[src/design/mexp_pkg.sv]
// ============================================================================
// mexp_pkg
// Shared widths, types and register map for the modular exponentiation block.
// ============================================================================
package mexp_pkg;

  // operand width
  localparam int WIDTH = 32;

  // config bus: 32-bit data unless an operand needs more
  localparam int DATA_W    = (WIDTH > 32) ? 64 : 32;
  localparam int ADDR_STEP = DATA_W / 8;
  localparam int ADDR_W    = $clog2(2 * ADDR_STEP);

  // bit count of the multiplier sweep
  localparam int CNT_W = $clog2(WIDTH);

  typedef logic [WIDTH-1:0] value_t;
  typedef logic [CNT_W-1:0] cnt_t;

  localparam value_t ONE_VAL  = {{(WIDTH-1){1'b0}}, 1'b1};
  localparam cnt_t   CNT_LAST = CNT_W'(WIDTH - 1);

  // register indexes (selected by the top address bit)
  localparam logic REG_MODULUS  = 1'b0;
  localparam logic REG_EXPONENT = 1'b1;

  // request to the shared multiply-reduce unit
  typedef struct packed {
    logic   start;
    value_t a;
    value_t b;
  } mm_req_t;

endpackage

[src/design/modular_exponentiation_top.sv]
// ============================================================================
// modular_exponentiation_top
// power = base ^ exponent mod modulus, right-to-left square-and-multiply.
// ============================================================================
//
// Channel   Direction  Handshake              Payload
// -------   ---------  ---------------------  ------------------------------
// in        input      in_valid / in_stall    base     (WIDTH bits)
// out       output     out_valid / out_stall  power    (WIDTH bits)
// cfg       input      APB psel/penable/...   modulus @ 0, exponent @ step
//
// Products: every modular product runs on one shared multiply-reduce unit that
// retires one multiplier bit per clock.
// An item takes one base reduction plus one square per exponent bit up to
// the highest set bit, plus one multiply per set bit; with no stall the
// next item is taken once out_valid has dropped.
// Only one item is in flight; in_stall stays high while it runs and while
// its result waits on out_stall.
// Reset: synchronous, clears the sequencer and output valid; modulus
// resets to 1 and exponent to 0.
// ============================================================================
module modular_exponentiation_top
  import mexp_pkg::*;
(
  input  logic              clk,
  input  logic              rst,
  // input items
  input  logic              in_valid,
  output logic              in_stall,
  input  value_t            base,
  // result items
  output logic              out_valid,
  input  logic              out_stall,
  output value_t            power,
  // configuration
  input  logic              psel,
  input  logic              penable,
  input  logic              pwrite,
  input  logic [ADDR_W-1:0] paddr,
  input  logic [DATA_W-1:0] pwdata,
  output logic [DATA_W-1:0] prdata,
  output logic              pready
);

  // sequencer states
  localparam logic [1:0] S_IDLE = 2'd0;  // waiting for an item
  localparam logic [1:0] S_RED  = 2'd1;  // base mod n (as 1*base)
  localparam logic [1:0] S_MUL  = 2'd2;  // res = res * b
  localparam logic [1:0] S_SQR  = 2'd3;  // b = b * b

  value_t     modulus;
  value_t     exponent;

  logic [1:0] state;
  logic [1:0] state_next;
  value_t     res;          // running result
  value_t     res_next;
  value_t     bv;           // running square of the base
  value_t     bv_next;
  value_t     e_rem;        // exponent bits not yet consumed
  value_t     e_next;
  logic       fin;          // item finishes this cycle

  mm_req_t    mm_req;
  logic       mm_done;
  value_t     mm_p;
  logic       in_acc;

  mexp_cfg u_cfg (
    .clk      (clk),
    .rst      (rst),
    .psel     (psel),
    .penable  (penable),
    .pwrite   (pwrite),
    .paddr    (paddr),
    .pwdata   (pwdata),
    .prdata   (prdata),
    .pready   (pready),
    .modulus  (modulus),
    .exponent (exponent)
  );

  mexp_mulmod u_mulmod (
    .clk  (clk),
    .rst  (rst),
    .req  (mm_req),
    .n    (modulus),
    .done (mm_done),
    .p    (mm_p)
  );

  assign in_stall = (state != S_IDLE) || out_valid;
  assign in_acc   = in_valid && !in_stall;

  // Sequencer: accept launches the first product; a done launches the next.
  always_comb begin
    state_next = state;
    res_next   = res;
    bv_next    = bv;
    e_next     = e_rem;
    fin        = 1'b0;
    mm_req     = '{start: 1'b0, a: res, b: bv};

    unique case (state)
      S_IDLE: begin
        if (in_acc) begin
          mm_req     = '{start: 1'b1, a: ONE_VAL, b: base};
          res_next   = ONE_VAL;
          e_next     = exponent;
          state_next = S_RED;
        end
      end
      S_RED: begin
        if (mm_done) begin
          bv_next = mm_p;
          if (e_rem == '0) begin
            // zero exponent: result stays 1, whatever the modulus
            fin        = 1'b1;
            state_next = S_IDLE;
          end else if (e_rem[0]) begin
            mm_req     = '{start: 1'b1, a: res, b: mm_p};
            state_next = S_MUL;
          end else begin
            mm_req     = '{start: 1'b1, a: mm_p, b: mm_p};
            state_next = S_SQR;
          end
        end
      end
      S_MUL: begin
        if (mm_done) begin
          res_next   = mm_p;
          mm_req     = '{start: 1'b1, a: bv, b: bv};
          state_next = S_SQR;
        end
      end
      S_SQR: begin
        if (mm_done) begin
          bv_next = mm_p;
          e_next  = e_rem >> 1;
          if (e_rem[WIDTH-1:1] == '0) begin
            fin        = 1'b1;
            state_next = S_IDLE;
          end else if (e_rem[1]) begin
            mm_req     = '{start: 1'b1, a: res, b: mm_p};
            state_next = S_MUL;
          end else begin
            mm_req     = '{start: 1'b1, a: mm_p, b: mm_p};
            state_next = S_SQR;
          end
        end
      end
      default: state_next = S_IDLE;
    endcase
  end

  always_ff @(posedge clk) begin
    if (rst) begin
      state     <= S_IDLE;
      out_valid <= 1'b0;
    end else begin
      state <= state_next;
      if (fin) begin
        out_valid <= 1'b1;
      end else if (out_valid && !out_stall) begin
        out_valid <= 1'b0;
      end
    end
  end

  always_ff @(posedge clk) begin
    res   <= res_next;
    bv    <= bv_next;
    e_rem <= e_next;
    if (fin) begin
      power <= res;
    end
  end

endmodule

[src/design/mexp_cfg.sv]
// ============================================================================
// mexp_cfg
// APB-style register file holding the modulus and the exponent.
// ============================================================================
module mexp_cfg
  import mexp_pkg::*;
(
  input  logic              clk,
  input  logic              rst,
  input  logic              psel,
  input  logic              penable,
  input  logic              pwrite,
  input  logic [ADDR_W-1:0] paddr,
  input  logic [DATA_W-1:0] pwdata,
  output logic [DATA_W-1:0] prdata,
  output logic              pready,
  output value_t            modulus,
  output value_t            exponent
);

  logic wr_en;
  logic reg_sel;

  assign pready  = 1'b1;
  assign reg_sel = paddr[ADDR_W-1];
  assign wr_en   = psel && penable && pwrite;

  always_ff @(posedge clk) begin
    if (rst) begin
      modulus  <= ONE_VAL;
      exponent <= '0;
    end else if (wr_en) begin
      unique case (reg_sel)
        REG_MODULUS:  modulus  <= pwdata[WIDTH-1:0];
        REG_EXPONENT: exponent <= pwdata[WIDTH-1:0];
        default: ;
      endcase
    end
  end

  always_comb begin
    unique case (reg_sel)
      REG_MODULUS:  prdata = DATA_W'(modulus);
      REG_EXPONENT: prdata = DATA_W'(exponent);
      default:      prdata = '0;
    endcase
  end

endmodule

[src/design/mexp_mulmod.sv]
// ============================================================================
// mexp_mulmod
// Interleaved multiply-reduce unit: p = a*b mod n, one bit of b per cycle.
// ============================================================================
module mexp_mulmod
  import mexp_pkg::*;
(
  input  logic    clk,
  input  logic    rst,
  input  mm_req_t req,
  input  value_t  n,
  output logic    done,
  output value_t  p
);

  logic           busy;
  cnt_t           cnt;
  value_t         a_r;
  value_t         b_sh;
  value_t         acc;
  value_t         acc_next;
  logic [WIDTH+1:0] addend;
  logic [WIDTH+1:0] t;
  logic [WIDTH+1:0] n1;
  logic [WIDTH+1:0] n2;
  logic [WIDTH+1:0] d1;
  logic [WIDTH+1:0] d2;

  // t = 2*acc + bit*a stays below 3n; subtract n or 2n in parallel
  always_comb begin
    addend = b_sh[WIDTH-1] ? {2'b00, a_r} : '0;
    t      = {1'b0, acc, 1'b0} + addend;
    n1     = {2'b00, n};
    n2     = {1'b0, n, 1'b0};
    d1     = t - n1;
    d2     = t - n2;
    if (n == '0) begin
      acc_next = t[WIDTH-1:0];          // zero modulus: wrap at WIDTH bits
    end else if (t >= n2) begin
      acc_next = d2[WIDTH-1:0];
    end else if (t >= n1) begin
      acc_next = d1[WIDTH-1:0];
    end else begin
      acc_next = t[WIDTH-1:0];
    end
  end

  always_ff @(posedge clk) begin
    if (rst) begin
      busy <= 1'b0;
      done <= 1'b0;
      cnt  <= '0;
    end else begin
      done <= 1'b0;
      if (req.start) begin
        busy <= 1'b1;
        cnt  <= CNT_LAST;
      end else if (busy) begin
        cnt <= cnt - cnt_t'(1);
        if (cnt == '0) begin
          busy <= 1'b0;
          done <= 1'b1;
        end
      end
    end
  end

  always_ff @(posedge clk) begin
    if (req.start) begin
      a_r  <= req.a;
      b_sh <= req.b;
      acc  <= '0;
    end else if (busy) begin
      acc  <= acc_next;
      b_sh <= b_sh << 1;
    end
  end

  assign p = acc;

endmodule

[config.mk]
export PLATFORM = sky130hd
export DESIGN_NAME = modular_exponentiation_top
export DESIGN_NICKNAME = d
export VERILOG_FILES = /design/src/design/mexp_pkg.sv /design/src/design/modular_exponentiation_top.sv /design/src/design/mexp_cfg.sv /design/src/design/mexp_mulmod.sv
export SDC_FILE = /design/constraint.sdc
export NUM_CORES = 1
export LEC_CHECK = 0
export BUFFER_PORTS_ARGS = -buffer_cell sky130_fd_sc_hd__buf_2
export CORE_ASPECT_RATIO = 0.8
export CORE_MARGIN = 3
export CORE_UTILIZATION = 30
export DETAILED_ROUTE_END_ITERATION = 6
export GPL_TIMING_DRIVEN = 0
export SLEW_MARGIN = 20
export SYNTH_ARGS = -nofsm -noshare
export SYNTH_HDL_FRONTEND = slang
export SYNTH_SLANG_ARGS = --single-unit
[constraint.sdc]
create_clock -name clk -period 8.1 [get_ports clk]
set_input_delay 0.81 -clock clk [delete_from_list [all_inputs] [get_ports clk]]
set_output_delay 0.81 -clock clk [all_outputs]
set_load 0.03 [all_outputs]
==> flow_summary.ini <==
[synth]
netlist_area_um2 = 18000
yosys_warnings = 0
synthTopCellsByArea = edfxtp_1 (32%), dfxtp_1 (12%), ha_1 (6.8%)
syn-num-nets = 2090
yosysTopAreaCell = edfxtp_1
synth_top_area_share_pct = 32.1
syn_inst = 1916
synth_ff_type = edfxtp_1
synth-edff-count = 192
ys_ff_latch = 298
async_flop_share_pct = 0
postSynthAreaPerCell_um2 = 9.37
ys_seq_area_share_pct = 43.9
ys_types = 88
yosysMostFrequentCell = nand2_1
ys_top_cells_by_count = nand2_1 (242), a21oi_1 (222), edfxtp_1 (192)

[pwr]
ir_drop_uv = 183
power.switching_mw = 3.28
swShare_pct = 43.8
power_density_nw_per_um2 = 359
combPwrFrac_pct = 53.8
power_frac_seq_pct = 25.9
pwr-share-clk_pct = 20.3
p_int_mw = 4.22
p_leak_nw = 8.20

[route]
dr.pass1.iters = 7
drt_wl_total_um = 58700
wl_met1_um = 25800
routed-wl-met3_um = 3580
drc = 1
wire_per_inst_um = 20.3
ant_nets = 0
vias = 15800
drt-initial-drc-count = 1531
highest_layer = met5
wl_met2_um = 27400
viasPerCell = 5.47

[clock_network]
cts_made_buffers = 36
cts.clk_slew.worst_paths_ps = 60
htreeDepth = 2
postCtsHoldBufs = 0
post_cts_buffers = 0
clockBufferDepth = 3
cts_tree = done
cts_resized = 0
cts.sinks = 298
cts_root_buf = clkbuf_16
clock_latency_ps = 550

[timing]
period_needed_ps = 7310
rsz0062_at_grt = no
timing.final.ws_setup_ps = 785
finalHoldViolCount = 0
drv_slew = 0
fin_setup_tns_ps = 0
setup_viol = 0
fmax_mhz = 137
relSlewSlack_pct = 33.1
clock-skew-final_ps = 11.3
finalCritPeriodShare_pct = 90.3
worst_slew_pin_slew_ps = 996

[floorplan]
initial_utilization_pct = 30.6
die_y_um = 225
dieArea_um2 = 62800
coreArea_um2 = 58700
io_pins = 141
core.rowCount = 79
die_width_um = 280

[grt]
overflow = 0
grt_usage_pct = 18.0
grt_pass1_vias = 15200
antenna_found_initial = 4
grt_pass1_wl_um = 88700
grt_max_degree = 31

[placement]
placedCellCount = 2829
gp_routability_congestion = 0.939
hpwl_um = 46200
dp_slack_ps = 980
io_buffers = 136
place_area_um2 = 19800

[worst_setup_path]
end_kind = flip-flop
crit_fanout = 10
start_kind = flip-flop
worstSetupPathType = flip-flop to flip-flop
cp.required_ps = 8540
critPathArrivalTime_ps = 7750

[finish]
syn2layout_area_growth_pct = 16.3
finalInstanceArea_um2 = 20900
fin_util_pct = 35.6
nets = 2272
drive_gt1_share_pct = 13.3
layoutNonFillerInstCount = 2894

[status]
violations = design-rule violations
outcome = finished with violations

[flow_run]
maxCapViolCount = 0

[worst_hold_path]
hp-class = flip-flop to flip-flop
==> worst paths after layout <==
check                     from  depth (start not counted)  slack (ps)              to
max          u_mulmod.b_sh[31]                         27         790  u_mulmod.p[23]
min                    res[16]                          0         450       power[16]
max reg2reg  u_mulmod.b_sh[31]                         27         790  u_mulmod.p[23]
min reg2reg            res[16]                          0         450       power[16]
==> flip-flops by register name, summed over array words and instances, names as in the netlist, 2 cells and up <==
| name | cells |
|---|---|
| power | 32 |
| u_cfg.exponent | 32 |
| bv | 32 |
| e_rem | 32 |
| u_cfg.modulus | 32 |
| u_mulmod.a_r | 32 |
| res | 32 |
| u_mulmod.p | 32 |
| state | 2 |
| u_mulmod.b_sh | 32 |
| u_mulmod.cnt | 5 |
==> critical path, cell delays in order (launching register included) <==
cell	delay, ps
edfxtp_1	430
clkbuf_1	310
and2_1	200
ha_1	210
inv_1	70
fa_1	420
nand2b_1	180
a21oi_1	310
o221ai_1	310
o21ai_0	540
o211ai_1	140
a21oi_1	230
o21ai_0	130
xnor2_1	440
ha_1	200
clkbuf_1	290
nand2_1	130
nor4_1	430
nand4_1	220
nor2_1	200
nor3_1	80
a31o_2	260
and3_1	180
buf_2	170
nor2_1	310
buf_2	360
a32oi_1	170
a32o_1	260
==> cell type report <==
class	count	area [um2]
tap	769	962
clock buffer	48	966
sequential	298	7890
timing repair buffer	144	848
multi-input combinational	1401	9250
fill	5984	37800
clock inverter	16	121
antenna	1	2.50
buffer	102	423
inverter	115	432
==> per-stage QoR <==
stage	hold WS [ps]	total power, mW
3_3_place_gp	452	5.85
5_1_grt	474	7.96
2_1_floorplan	425	4.83
3_5_place_dp	439	5.91
4_1_cts	452	7.47
6_report	454	7.50
==> placed cells by master, fill, tap and decap left out, drive strengths merged, types with 36 or more instances in the layout <==
master and n:
nand2 243, a21oi 222, edfxtp 192, buf 166, clkbuf 128, inv 117, nor2 109, dfxtp 106
o21ai 99, ha 97, a222oi 57, xnor2 56, and3 49, and2 40, a21o 38, mux2 36
==> cell families (layout without fill, tap and decap cells) <==
logic type | after synthesis | count (layout) | share of synthesized area [%]
buffers and inverters | 217 | 425 | 4.75
AO/OA/AOI/OAI | 588 | 588 | 21.7
XOR/XNOR | 82 | 82 | 4.00
flip-flops | 298 | 298 | 43.9
multiplexers | 56 | 56 | 3.39
adder cells (fa/ha/maj) | 100 | 100 | 7.09
AND/OR/NAND/NOR | 574 | 574 | 15.1
other | 1 | 2 | 0.0209
==> per-layer routing <==
metal  vias up  track usage, %
li1       7460               -
met1      7709            24.4
met2       563            29.8
met3        99            2.63
met4         6            5.83
met5         -               0
==> power groups by stage <==
stage                     clock (mW)  sequential (mW)  combinational [mW]
final                           1.52             1.94                4.04
after global routing            1.61             1.96                4.39
after CTS                       1.56             1.94                3.96
after detailed placement           0             1.97                3.94
after global placement             0             1.97                3.87
after floorplan                    0             1.89                2.94
No activity file was read; power rests on OpenSTA's default activity.
